$ cat config.mk
export PLATFORM = sky130hd
export DESIGN_NAME = midi_byte_event_parser_unit
export DESIGN_NICKNAME = d
export VERILOG_FILES = /design/src/sv/mbep_pkg.sv /design/src/sv/mbep_front.sv /design/src/sv/mbep_queue.sv /design/src/sv/mbep_back.sv /design/src/sv/midi_byte_event_parser_unit.sv
export SDC_FILE = /design/constraint.sdc
export NUM_CORES = 1
export LEC_CHECK = 0
export BUFFER_PORTS_ARGS = -buffer_cell sky130_fd_sc_hd__buf_2
export CORE_MARGIN = 2
export CORE_UTILIZATION = 60
export DETAILED_ROUTE_END_ITERATION = 16
export GPL_ROUTABILITY_DRIVEN = 0
export PLACE_DENSITY = 0.86
export SLEW_MARGIN = 40
export SYNTH_ARGS = -nofsm -noshare
export SYNTH_HDL_FRONTEND = slang
export SYNTH_SLANG_ARGS = --single-unit
$ cat constraint.sdc
create_clock -name clk -period 3.1 [get_ports clk]
set_clock_uncertainty 0.15 [all_clocks]
set_input_delay 0.31 -clock clk [delete_from_list [all_inputs] [get_ports clk]]
set_output_delay 0.31 -clock clk [all_outputs]
set_load 0.005 [all_outputs]
$ cat src/sv/mbep_pkg.sv
// ============================================================================
// MIDI byte event parser package
// Shared event codes, MIDI byte constants and the job record type.
// ============================================================================
package mbep_pkg;

	// Event codes as they appear on the event_kind result port.
	typedef enum logic [2:0] {
		EV_CLOCK    = 3'd0,
		EV_START    = 3'd1,
		EV_STOP     = 3'd2,
		EV_NOTE_ON  = 3'd3,
		EV_NOTE_OFF = 3'd4
	} ev_kind_t;

	// Real-time bytes.
	localparam logic [7:0] RT_FIRST     = 8'hF8;
	localparam logic [7:0] RT_TICK      = 8'hF8;
	localparam logic [7:0] RT_SEQ_START = 8'hFA;
	localparam logic [7:0] RT_CONTINUE  = 8'hFB;
	localparam logic [7:0] RT_STOP      = 8'hFC;

	// Channel message classes (high nibble of a status byte).
	localparam logic [3:0] MSG_NOTE_OFF   = 4'h8;
	localparam logic [3:0] MSG_NOTE_ON    = 4'h9;
	localparam logic [3:0] MSG_PITCH_BEND = 4'hE;

	// Number of data bytes that follow a note or pitch-bend status.
	localparam logic [1:0] DATA_COUNT = 2'd2;

	// One classified request from the front end. A start byte yields one job
	// with pair set; the back end expands it into a stop and then a start.
	typedef struct packed {
		logic       pair;
		ev_kind_t   kind;
		logic [3:0] channel;
		logic [6:0] note;
	} job_t;

endpackage

$ cat src/sv/mbep_front.sv
// ============================================================================
// MIDI parser front end
// Classifies each accepted byte, tracks running status and produces jobs.
// ============================================================================
module mbep_front (
	input  logic             clk,
	input  logic             arst_n,
	input  logic             accept,
	input  logic [7:0]       rx_byte,
	output logic             job_push,
	output mbep_pkg::job_t   job
);

	logic [7:0] status_q, status_d;
	logic [1:0] count_q, count_d;
	logic [1:0] index_q, index_d;
	logic [6:0] data0_q, data0_d;
	logic       hit;

	always_comb begin
		status_d = status_q;
		count_d  = count_q;
		index_d  = index_q;
		data0_d  = data0_q;
		hit      = 1'b0;
		job      = '{pair: 1'b0, kind: mbep_pkg::EV_CLOCK, channel: 4'd0, note: 7'd0};

		if (rx_byte >= mbep_pkg::RT_FIRST) begin
			// Real-time bytes leave the parser state alone.
			case (rx_byte)
				mbep_pkg::RT_TICK: begin
					hit      = 1'b1;
					job.kind = mbep_pkg::EV_CLOCK;
				end
				mbep_pkg::RT_SEQ_START: begin
					hit      = 1'b1;
					job.pair = 1'b1;
					job.kind = mbep_pkg::EV_STOP;
				end
				mbep_pkg::RT_CONTINUE: begin
					hit      = 1'b1;
					job.kind = mbep_pkg::EV_START;
				end
				mbep_pkg::RT_STOP: begin
					hit      = 1'b1;
					job.kind = mbep_pkg::EV_STOP;
				end
				default: begin
					hit = 1'b0;
				end
			endcase
		end else begin
			if (rx_byte[7]) begin
				status_d = rx_byte;
				if (rx_byte[7:4] inside {mbep_pkg::MSG_NOTE_OFF, mbep_pkg::MSG_NOTE_ON,
						mbep_pkg::MSG_PITCH_BEND}) begin
					count_d = mbep_pkg::DATA_COUNT;
					index_d = 2'd0;
				end
			end else if (count_q != 2'd0 && index_q < mbep_pkg::DATA_COUNT) begin
				// Only the first data byte needs storage; the second one is the
				// current byte whenever a message completes.
				if (index_q == 2'd0) begin
					data0_d = rx_byte[6:0];
				end
				index_d = index_q + 2'd1;
			end

			if (index_d == count_d) begin
				index_d     = 2'd0;
				job.channel = status_d[3:0];
				job.note    = data0_d;
				if (status_d[7:4] == mbep_pkg::MSG_NOTE_ON) begin
					hit      = 1'b1;
					job.kind = (rx_byte[6:0] != 7'd0) ? mbep_pkg::EV_NOTE_ON
						: mbep_pkg::EV_NOTE_OFF;
				end else if (status_d[7:4] == mbep_pkg::MSG_NOTE_OFF) begin
					hit      = 1'b1;
					job.kind = mbep_pkg::EV_NOTE_OFF;
				end
			end
		end
	end

	assign job_push = accept & hit;

	always_ff @(posedge clk or negedge arst_n) begin
		if (!arst_n) begin
			status_q <= 8'd0;
			count_q  <= 2'd0;
			index_q  <= 2'd0;
		end else if (accept) begin
			status_q <= status_d;
			count_q  <= count_d;
			index_q  <= index_d;
		end
	end

	always_ff @(posedge clk) begin
		if (accept) begin
			data0_q <= data0_d;
		end
	end

endmodule

$ cat src/sv/mbep_queue.sv
// ============================================================================
// MIDI parser job queue
// Small first-in first-out store between the front and back ends.
// ============================================================================
module mbep_queue #(
	parameter int DEPTH = 4
) (
	input  logic             clk,
	input  logic             arst_n,
	input  logic             wr_en,
	input  mbep_pkg::job_t   wr_job,
	input  logic             rd_en,
	output mbep_pkg::job_t   rd_job,
	output logic             full,
	output logic             empty
);

	localparam int PW = (DEPTH > 1) ? $clog2(DEPTH) : 1;
	localparam int CW = $clog2(DEPTH + 1);

	mbep_pkg::job_t mem_q [DEPTH];
	logic [PW-1:0]  wr_ptr_q, rd_ptr_q;
	logic [CW-1:0]  count_q;

	assign full   = (count_q == CW'(DEPTH));
	assign empty  = (count_q == '0);
	assign rd_job = mem_q[rd_ptr_q];

	always_ff @(posedge clk) begin
		if (wr_en) begin
			mem_q[wr_ptr_q] <= wr_job;
		end
	end

	always_ff @(posedge clk or negedge arst_n) begin
		if (!arst_n) begin
			wr_ptr_q <= '0;
			rd_ptr_q <= '0;
			count_q  <= '0;
		end else begin
			if (wr_en) begin
				wr_ptr_q <= (wr_ptr_q == PW'(DEPTH - 1)) ? '0 : wr_ptr_q + 1'b1;
			end
			if (rd_en) begin
				rd_ptr_q <= (rd_ptr_q == PW'(DEPTH - 1)) ? '0 : rd_ptr_q + 1'b1;
			end
			case ({wr_en, rd_en})
				2'b10:   count_q <= count_q + 1'b1;
				2'b01:   count_q <= count_q - 1'b1;
				default: count_q <= count_q;
			endcase
		end
	end

endmodule

$ cat src/sv/mbep_back.sv
// ============================================================================
// MIDI parser back end
// Expands jobs into events and holds the result register.
// ============================================================================
module mbep_back (
	input  logic             clk,
	input  logic             arst_n,
	input  logic             job_avail,
	input  mbep_pkg::job_t   job,
	output logic             job_take,
	input  logic             ev_taken,
	output logic             ev_valid,
	output logic [2:0]       ev_kind,
	output logic [3:0]       ev_channel,
	output logic [6:0]       ev_note,
	output logic             ev_last,
	output logic             pend_start
);

	logic       valid_q;
	logic       pend_q;
	logic [2:0] kind_q;
	logic [3:0] channel_q;
	logic [6:0] note_q;
	logic       last_q;
	logic       load;

	// The result register may be refilled when it is empty or being drained.
	assign load     = !valid_q || ev_taken;
	assign job_take = load && !pend_q && job_avail;

	always_ff @(posedge clk or negedge arst_n) begin
		if (!arst_n) begin
			valid_q <= 1'b0;
			pend_q  <= 1'b0;
		end else if (load) begin
			valid_q <= pend_q || job_avail;
			pend_q  <= !pend_q && job_avail && job.pair;
		end
	end

	always_ff @(posedge clk) begin
		if (load) begin
			if (pend_q) begin
				kind_q    <= mbep_pkg::EV_START;
				channel_q <= 4'd0;
				note_q    <= 7'd0;
				last_q    <= 1'b1;
			end else begin
				kind_q    <= job.kind;
				channel_q <= job.channel;
				note_q    <= job.note;
				last_q    <= !job.pair;
			end
		end
	end

	assign ev_valid   = valid_q;
	assign ev_kind    = kind_q;
	assign ev_channel = channel_q;
	assign ev_note    = note_q;
	assign ev_last    = last_q;
	assign pend_start = pend_q;

endmodule

$ cat src/sv/midi_byte_event_parser_unit.sv
// ============================================================================
// MIDI byte event parser
// Parses received MIDI bytes with running status into clock, transport and
// note events.
// ============================================================================
//
//  Channel  | Handshake     | Payload
//  ---------+---------------+------------------------------------------------
//  input    | push / full   | rx_byte
//  result   | pop / empty   | event_kind, channel, note, last
//
// A byte is accepted at any edge where push is high and full is low, so bytes
// can follow back to back. At that edge the running status is updated and at
// most one request enters the job queue; it then moves into the result register
// once that is free, and empty falls. A start byte gives a stop and then a
// start from one request. full is high exactly while the queue holds
// JOB_DEPTH requests. Reset clears all state except stored data.
//
module midi_byte_event_parser_unit #(
	parameter int JOB_DEPTH = 4
) (
	input  logic       clk,
	input  logic       arst_n,
	input  logic       push,
	output logic       full,
	input  logic [7:0] rx_byte,
	input  logic       pop,
	output logic       empty,
	output logic [2:0] event_kind,
	output logic [3:0] channel,
	output logic [6:0] note,
	output logic       last
);

	logic           accept;
	logic           job_push;
	mbep_pkg::job_t job_in;
	mbep_pkg::job_t job_head;
	logic           q_empty;
	logic           q_full;
	logic           job_take;
	logic           ev_valid;
	logic           pend_start;

	// A byte is taken whenever the job queue has room, whether or not it
	// will produce a request.
	assign accept = push && !q_full;
	assign full   = q_full;

	mbep_front u_front (
		.clk      (clk),
		.arst_n   (arst_n),
		.accept   (accept),
		.rx_byte  (rx_byte),
		.job_push (job_push),
		.job      (job_in)
	);

	mbep_queue #(
		.DEPTH (JOB_DEPTH)
	) u_queue (
		.clk    (clk),
		.arst_n (arst_n),
		.wr_en  (job_push),
		.wr_job (job_in),
		.rd_en  (job_take),
		.rd_job (job_head),
		.full   (q_full),
		.empty  (q_empty)
	);

	// The back end drains the queue independently and owns the result
	// register, so the front keeps accepting while a result waits.
	mbep_back u_back (
		.clk        (clk),
		.arst_n     (arst_n),
		.job_avail  (!q_empty),
		.job        (job_head),
		.job_take   (job_take),
		.ev_taken   (pop && ev_valid),
		.ev_valid   (ev_valid),
		.ev_kind    (event_kind),
		.ev_channel (channel),
		.ev_note    (note),
		.ev_last    (last),
		.pend_start (pend_start)
	);

	assign empty = !ev_valid;

	// While the second half of a start byte is pending, the result register
	// must hold the leading stop event.
	a_pend_holds_stop: assert property (@(posedge clk) disable iff (!arst_n)
		pend_start |-> (!empty && event_kind == mbep_pkg::EV_STOP && !last))
		else $error("pending start without a leading stop on the result ports");

	// Only the stop half of a start byte may be a non-final event.
	a_nonlast_is_stop: assert property (@(posedge clk) disable iff (!arst_n)
		(!empty && !last) |-> (event_kind == mbep_pkg::EV_STOP))
		else $error("non-final event that is not a stop");

	// Taking the leading stop must expose the start event next.
	a_stop_then_start: assert property (@(posedge clk) disable iff (!arst_n)
		(pop && !empty && !last) |=>
			(!empty && event_kind == mbep_pkg::EV_START && last))
		else $error("start event did not follow the leading stop");

	// The front end never writes a request into a full queue.
	a_no_overflow: assert property (@(posedge clk) disable iff (!arst_n)
		job_push |-> !q_full)
		else $error("job written into a full queue");

endmodule

==> results, run 1 <==
- The flow ran to the end, and the final reports show no timing, DRC or antenna violations.
- The primary flip-flop cell chosen by synthesis mapping is edfxtp_1.
- The per-instance average area after synthesis is roughly 17 sq um.
- The repair_antennas step left the layout with diodes totalling 0.
- The core region is around 0.0072 sq mm.
- The area enclosed by the die boundary is 0.00812 sq mm.
- After synthesis, the largest family of logic cells by area is multiplexers.
- Yosys attributes the largest share of cell area to edfxtp_1 (55%), dfrtp_1 (12%), mux4_2 (7.6%).
- The detail-routed via count per cell is roughly 5.5.
- Counting every sink on the clock net gives between 100 and 150.
- The setup path with the least slack is of type reg2reg.
- In this run the worst path has a maximum fanout of 6.
- Across the run, the number of max-cap violations was 0.
- The total power density per cell area is around 810 mW/mm^2.
- In this run the vertical extent of the chip is approximately 90 um.
- The buffer depth of the longest clock path is 2.
- The die is about 90 um wide.
- Setup repair after global routing left no endpoint under its margin.
- Of the total synthesized cell area, the portion taken by full adders, half adders and majority gates is under 10%.
- Adding up every negative setup slack in the final design gives 0 ps.
- Summed over all nets, the half-perimeter wirelength after detailed placement is 4720 um.
- The H-tree was split into 3 levels.
- Counting every instance in the synthesized netlist gives 265.
- The xor and xnor fraction of the mapped netlist area is 0.984%.
- CTS placed an instance of clkbuf_8 at the clock tree root.
- TritonCTS built the clock tree.
- After synthesis the netlist holds a flip-flop and latch count of about 100.
- The worst setup path is launched from a flop.
- The number of detailed-routing iterations run before antenna repair is 5.
- The number of synthesized flops with an enable pin is 82.
- The headroom to the max-slew limit is between 50% and 60%.
- Summed over all cells, the static leakage comes to about 1.9 nW.
- Setup slack on the worst reg-to-reg path comes out at approximately 240 ps.
- After detailed routing, the average wire length per cell comes to about 17 um.
- After the last flow step, the layout net total stands at 325.
- The clock-pin slew of the registers on the worst-case setup and hold paths is 100 ps.
- The area taken by multi-input logic gates is between 0.001 and 0.0015 sq mm.
- In this run the count of I/O pins placed on the die edge is 29.
- Counting the buffers created by CTS gives 9.
- The final number of hold-violating endpoints came to 0.
- The number of global-route vias before repair is around 2,300.
- The peak clock frequency supported by timing is roughly 0.35 GHz.
- The pin count of the biggest net entering global routing is 22.
- The arrival time reported for the critical path endpoint is roughly 3000 ps.
- The number of DRC violations after detailed-routing iteration 0 is 122.
- The routed design has a little under 7000 um of wire.
- The share of flip-flops with an asynchronous set or reset after synthesis is 20.4%.
- The share of the Yosys chip area taken by registers is approximately two thirds.
- The total setup buffers inserted after CTS is 0.
- The Yosys step of the flow raised 0 warnings.
- Of all cell types, the one taking the most synthesized area is edfxtp_1.
- The count of port buffers added during placement is 28.
- The number of placement rows is 31.
- The ratio of final minimum period to clock period is approximately 92%.
- For this block, the via count after detailed routing is approximately 2,200.
- The insertion delay of the later-clocked pin in the worst-skew pair is 360 ps.
- The number of cells on the worst reg-to-reg path is 12.
- The total grt overflow is 0.
- The synthesized netlist devotes around 3.5% of its cell area to compound gates.
- The max-slew violation count is 0.
- The area of all sequential standard cells is around 0.0030 sq mm.
- The reg-to-reg critical path endpoint is u_queue.count_q[2].
- IR analysis of the VDD net gives a maximum drop of 0.438 mV.
- The total nets after synthesis is roughly 290.
- In this run the remaining antenna-violating nets after routing total 0.
- The mux share of post-synthesis cell area is roughly 14%.
- The min-delay analysis places its worst path in the category in2reg.
- Counting I/O delays and the setup requirement, the final critical path takes 2860 ps.
- The fraction of layout cells with a size suffix above 1 is 31.9%.
- The distinct cell type count of the synthesized netlist is 49.
- Fill cells in the final layout number between 400 and 500.
- The synthesized design devotes to its leading area cell type around 55% of total area.
- The wire length of the first global-routing pass is 11,400 um.
- The relative area change from synthesis to final layout is 11.1%.
- The combined area of all synthesized cells is roughly 0.0044 sq mm.
- The startpoint identified for the worst hold timing path is rx_byte[5].
- The worst setup path is captured at a flop.
- The post-detailed-route DRC marker count is 0.
- The startpoint identified for the worst register-to-register timing path is u_front.index_q[1].
- The number of antenna violations at the first check in global routing came to 0.
- The number of cells traversed by the worst hold path is 2.
- The synthesized-area fraction occupied by and/or/nand/nor cells is between 10% and 20%.
- Global routing consumed, over all layers together, a little under a fifth of the routing resources.
- Setup violations remaining at the end of the flow were counted as 0.
- For the pin with the worst max-slew slack, the measured transition is slightly above 700 ps.
- For the worst setup path, the data required time is 3240 ps.
- The path with the worst hold slack has its endpoint at u_front.status_q[5].
- Power comes to roughly 4.0 mW.
- Once the floorplan was initialized, standard cells occupied around three fifths of the core.
[layout make-up]
| cell class | instances | area share (%) |
|---|---|---|
| Sequential cell | 103 | 60.5 |
| Clock buffer | 9 | 2.51 |
| Multi-Input combinational cell | 142 | 27.6 |
| Timing Repair Buffer | 38 | 4.41 |
| Tap cell | 99 | 2.51 |
| Clock inverter | 7 | 1.62 |
| Inverter | 11 | 0.835 |
[synth_stat cells (all sizes together), types with 2 or more instances]
| master | number |
|---|---|
| a21oi | 2 |
| a31oi | 2 |
| and3 | 2 |
| and3b | 2 |
| buf | 7 |
| clkbuf | 2 |
| dfrtp | 21 |
| edfxtp | 82 |
| ha | 7 |
| inv | 11 |
| mux2 | 18 |
| mux2i | 6 |
| mux4 | 15 |
| nand2 | 6 |
| nand2b | 2 |
| nor2 | 15 |
| nor2b | 28 |
| nor3 | 7 |
| nor3b | 2 |
| nor4b | 2 |
| o21ai | 2 |
| or2 | 3 |
| xnor2 | 3 |
| xor2 | 2 |
[cells by family after synthesis]
kind of cell / Yosys count
DFF: 103
and+or+nand+nor: 75
muxes: 39
buffers and inverters: 20
AOI/OAI and AO/OA: 15
adders and majority gates: 8
xor gates and xnor gates: 5
[timing repair]
item | in CTS | in global routing
hold buffers | 1 | 0
hold endpoints to repair | 21 | 0
setup endpoints to repair | 0 | 1
gates resized for setup | 0 | 1
[through the flow]
step / cells / hold WS [ps] / cell area (sq um) / setup slack (ps) / utilization (%)
after detailed placement: 392 / 147 / 4730 / 216 / 65.5
after global placement: 392 / 142 / 4730 / 350 / 65.5
final: 409 / 99.0 / 4940 / 239 / 68.5
after global routing: 409 / 104 / 4940 / 45.1 / 68.5
after CTS: 409 / 92.7 / 4940 / 196 / 68.5
after floorplan: 265 / -136 / 4450 / 257 / -
[cells in the final DEF, fill, tap and decap left out, types with 2 or more instances in the layout]
master    synthesis  layout
a21oi_1           2       2
and3_1            2       2
and3b_1           2       2
buf_2             4      28
buf_4             0       9
clkbuf_8          0       9
clkinv_4          0       2
dfrtp_1          21      20
edfxtp_1         82      82
ha_1              7       7
inv_1            11      11
inv_6             0       2
mux2_2           16      16
mux2_4            2       2
mux2i_1           6       6
mux4_2           15      15
nand2_1           5       5
nand2b_1          2       2
nor2_1           14      14
nor2b_1          28      28
nor3_1            6       6
nor3b_1           2       2
or2_2             3       3
xnor2_1           3       3
xor2_1            2       2
[how the worst max path moves through the flow]
| stage | cells after the start | from | slack (ps) | end |
|---|---|---|---|---|
| final | 12 | u_front.index_q[1] | 240 | u_queue.count_q[2] |
| after global routing | 12 | u_front.index_q[1] | 50 | u_queue.count_q[2] |
| after CTS | 12 | u_front.index_q[1] | 200 | u_queue.count_q[2] |
| after detailed placement | 12 | u_front.index_q[1] | 220 | u_queue.count_q[2] |
| after global placement | 12 | u_front.index_q[1] | 350 | u_queue.count_q[2] |
| after floorplan | 13 | u_front.index_q[0] | 260 | u_queue.count_q[2] |
[sequential cells by signal, indices dropped and copies added, names as in the netlist]
signal and count:
u_queue.count_q 3, u_back.ev_last 1, u_queue.mem_q 60, u_back.ev_channel 4, u_front.data0_q 7, u_front.status_q 8
u_front.index_q 2, u_back.ev_valid 1, u_back.pend_start 1, u_back.ev_note 7, u_queue.rd_ptr_q 2, u_back.ev_kind 3
u_front.count_q 2, u_queue.wr_ptr_q 2
[worst max-delay path, stage by stage, from the launching register on]
cell      delay [ps]
dfrtp_2          430
inv_1             60
ha_1             310
and4b_1          210
o21bai_1         220
a31oi_4          170
a22oi_4          190
ha_1             200
inv_1             60
fa_1             370
xor2_1           150
nor2_1           110
xor2_1           160
[where the power goes]
part           leakage (nW)  internal [mW]  switching, mW
registers              1.02           1.84          0.196
clock network         0.104          0.385          0.453
logic                 0.747          0.621          0.530
[metal layers]
| metal | routed length [um] | global-route usage [%] | part of all wire [%] |
|---|---|---|---|
| met1 | 3060 | 24.3 | 45 |
| met2 | 3410 | 30.3 | 50 |
| met3 | 247 | 2.77 | 3.6 |
| met4 | 69 | 6.92 | 1.0 |
| met5 | 0 | 0 | 0 |
No activity file was read; power rests on OpenSTA's default activity.
==> run 2: changes to the inputs <==
Settings changed: CORE_UTILIZATION 60 to 64, PLACE_DENSITY 0.86 to 0.91.
Clock period 3.1 ns to 3.45 ns, I/O delays scaled along.
==> results, run 2 (same netlist as run 1, synthesis figures left out) <==
- The critical path required time is 3580 ps (was 3240 ps).
- The number of buffers created by CTS came to 9 (unchanged).
- The detailed-route via count is 2,278 (was 2,246).
- The insertion delay of the later-clocked pin in the worst-skew pair is 360 ps (about the same).
- The slew of the pin with the lowest slew margin is 683 ps (was 723 ps).
- The critical-path maximum fanout was 9 (was 6).
- The largest register by flop count is u_queue.mem_q (unchanged).
- The maximum single-stage delay on the critical path came to 500 ps (was 430 ps).
- Result of the run: finished, final reports clean (unchanged).
- The vertical die dimension came to 87.4 um (was 90.1 um).
- The area taken by multi-input logic gates is 0.00137 sq mm (unchanged).
- The arrival time reported for the critical path endpoint is 3330 ps (was 3000 ps).
- The total power density per cell area came to 735 mW/mm^2 (was 814 mW/mm^2).
- The final setup violation count is 0 (unchanged).
- The number of clock sinks seen by CTS came to 103 (unchanged).
- The worst path setup slack after routing is 259 ps (was 239 ps).
- The core footprint was 0.00676 sq mm (was 0.00721 sq mm).
- The max-slew violation count is 0 (unchanged).
- RSZ-0062 raised after global routing: no (unchanged).
- Most used cells in the layout excluding fill and tap cells: edfxtp_1 (82), nor2b_1 (28), buf_2 (28) (unchanged).
- Biggest registers after layout: u_queue.mem_q: 60 flops, u_front.status_q: 8 flops (unchanged).
- The global routing usage summed across all routing layers came to 20.0% (was 18.1%).
- The category of the critical setup timing path is reg2reg (unchanged).
- The relative area change from synthesis to final layout is 9.65% (was 11.1%).
- The overall power consumption was 3.59 mW (was 4.02 mW).
- The post-detailed-route DRC marker count is 0 (unchanged).
- The highest-delay cell along the critical path is dfrtp_1 (was dfrtp_2).
- Worst-path cell chain: inv_1 -> ha_1 -> and4b_1 -> o21bai_1 -> a31oi_4 -> a22oi_4 -> ha_1 -> inv_1 -> fa_1 -> xor2_1 -> nor2_1 -> xor2_1 (unchanged).
- The number of global-route vias before repair came to 2,272 (was 2,271).
- The count of port buffers added during placement is 28 (unchanged).
- The utilization of the core after routing came to 72.2% (was 68.5%).
- The post-placement worst setup slack is 280 ps (was 216 ps).
- The final number of hold-violating endpoints is 0 (unchanged).
- The maximum VDD drop is 0.396 mV (was 0.438 mV).
- The category of the worst setup path capture point was a flop (unchanged).
- The pin count of the biggest net entering global routing is 22 (unchanged).
- The detail-routed via count per cell is 5.90 (was 5.49).
- The routed wire length per instance is 17.9 um (was 16.6 um).
- The peak clock frequency supported by timing came to 0.313 GHz (was 0.350 GHz).
- The area of all sequential standard cells is 0.00299 sq mm (about the same).
- The count of boundary I/O pins is 29 (unchanged).
- The number of antenna diodes is 0 (unchanged).
- The clock root buffer is clkbuf_8 (unchanged).
- The wire length after detailed routing came to 6920 um (was 6790 um).
- The die width came to 87.4 um (was 90.1 um).
- The flip-flop count of the largest register, all copies and words added came to 60 (unchanged).
- The wire length of the first global-routing pass was 11,200 um (was 11,400 um).
- The number of placement rows is 30 (was 31).
- The clock-pin slew of the registers on the worst-case setup and hold paths was 90 ps (was 100 ps).
- The headroom to the max-slew limit came to 54.4% (was 51.8%).
- The ratio of final minimum period to clock period is 92.5% (was 92.3%).
- The instance count after placement with tap cells included came to 369 (was 392).
- The final-layout fill cell count came to 424 (was 494).
- The number of H-tree branching levels is 3 (unchanged).
- The kind of start point of the critical path is a flop (unchanged).
- The buffer depth of the longest clock path is 2 (unchanged).
- The number of DRC violations after detailed-routing iteration 0 is 170 (was 122).
- The commonest non-fill, non-tap cell in the layout was edfxtp_1 (unchanged).
- The final critical-path required period is 3190 ps (was 2860 ps).
- The max-cap violation count is 0 (unchanged).
- The total setup buffers inserted after CTS came to 0 (unchanged).
- The fraction of layout cells with a size suffix above 1 is 30.7% (was 31.9%).
- The total grt overflow came to 0 (unchanged).
- The placed wire-length estimate after detailed placement came to 4860 um (was 4720 um).
- The initial cell density of the core is 65.9% (was 61.7%).
- The residual antenna-violating net count after detailed routing was 0 (unchanged).
- The number of nets in the finished design came to 321 (was 325).
- The worst hold-check path type is in2reg (unchanged).
- The number of antenna violations at the first check in global routing is 0 (unchanged).
- The clock tree from TritonCTS is done (unchanged).
- The number of detailed-routing iterations run before antenna repair is 4 (was 5).
- The number of cells in the finished layout apart from fillers came to 386 (was 409).
- The accumulated negative setup slack is 0 ps (unchanged).
- The static leakage was 1.84 nW (was 1.87 nW).
- The area enclosed by the die boundary is 0.00764 sq mm (was 0.00812 sq mm).
[run 2: worst paths after layout]
path / startpoint / endpoint / slack, ps / cells past startpoint
worst max-delay path: u_front.index_q[0] / u_queue.count_q[2] / 260 / 12
worst min-delay path: rx_byte[5] / u_front.status_q[5] / 140 / 2
worst max register to register: u_front.index_q[0] / u_queue.count_q[2] / 260 / 12
worst min register to register: u_front.status_q[7] / u_front.status_q[7] / 320 / 1
max in group asynchronous: arst_n / u_back.pend_start / 2510 / 2
min in group asynchronous: arst_n / u_front.status_q[1] / 310 / 2
[run 2: power breakdown]
part	internal, mW	leakage, nW	switching (mW)
clock	0.336	0.0937	0.397
combinational	0.542	0.728	0.472
sequential	1.65	1.02	0.186
total	2.53	1.84	1.06
[run 2: area by class of cell]
type	count	share of cell area [%]
flip-flops and latches	103	61.2
repair buffers	34	3.85
clock inverters	7	1.46
multi-input cells	142	28.0
clock buffers	9	2.54
well taps	80	2.05
inverters	11	0.846
[run 2: repair_timing]
item,CTS,global route
resized for setup,0,0
hold buffers,1,0
hold endpoints to repair,21,0
[run 2: metal layers]
metal	vias up	track usage [%]	wire length (um)	part of all wire (%)
li1	1069	-	-	-
met1	1137	26.5	2960	43
met2	67	32.9	3530	51
met3	5	4.93	373	5.4
met4	0	6.29	57	0.82
met5	-	0	0	0
[run 2: worst max-delay path: cells and delay by family, from the launching register on]
kind	cells	cell delay, ps
AO/OA/AOI/OAI	3	700
XOR/XNOR	2	330
adder cells (fa/ha/maj)	3	950
buffers and inverters	2	170
flip-flops	1	500
AND/OR/NAND/NOR	2	320
[run 2: metrics by stage]
| stage | area [sq um] | hold WS (ps) |
|---|---|---|
| final | 4880 | 136 |
| after global routing | 4880 | 141 |
| after CTS | 4880 | 115 |
| after detailed placement | 4670 | 178 |
| after global placement | 4670 | 167 |
| after floorplan | 4450 | -101 |
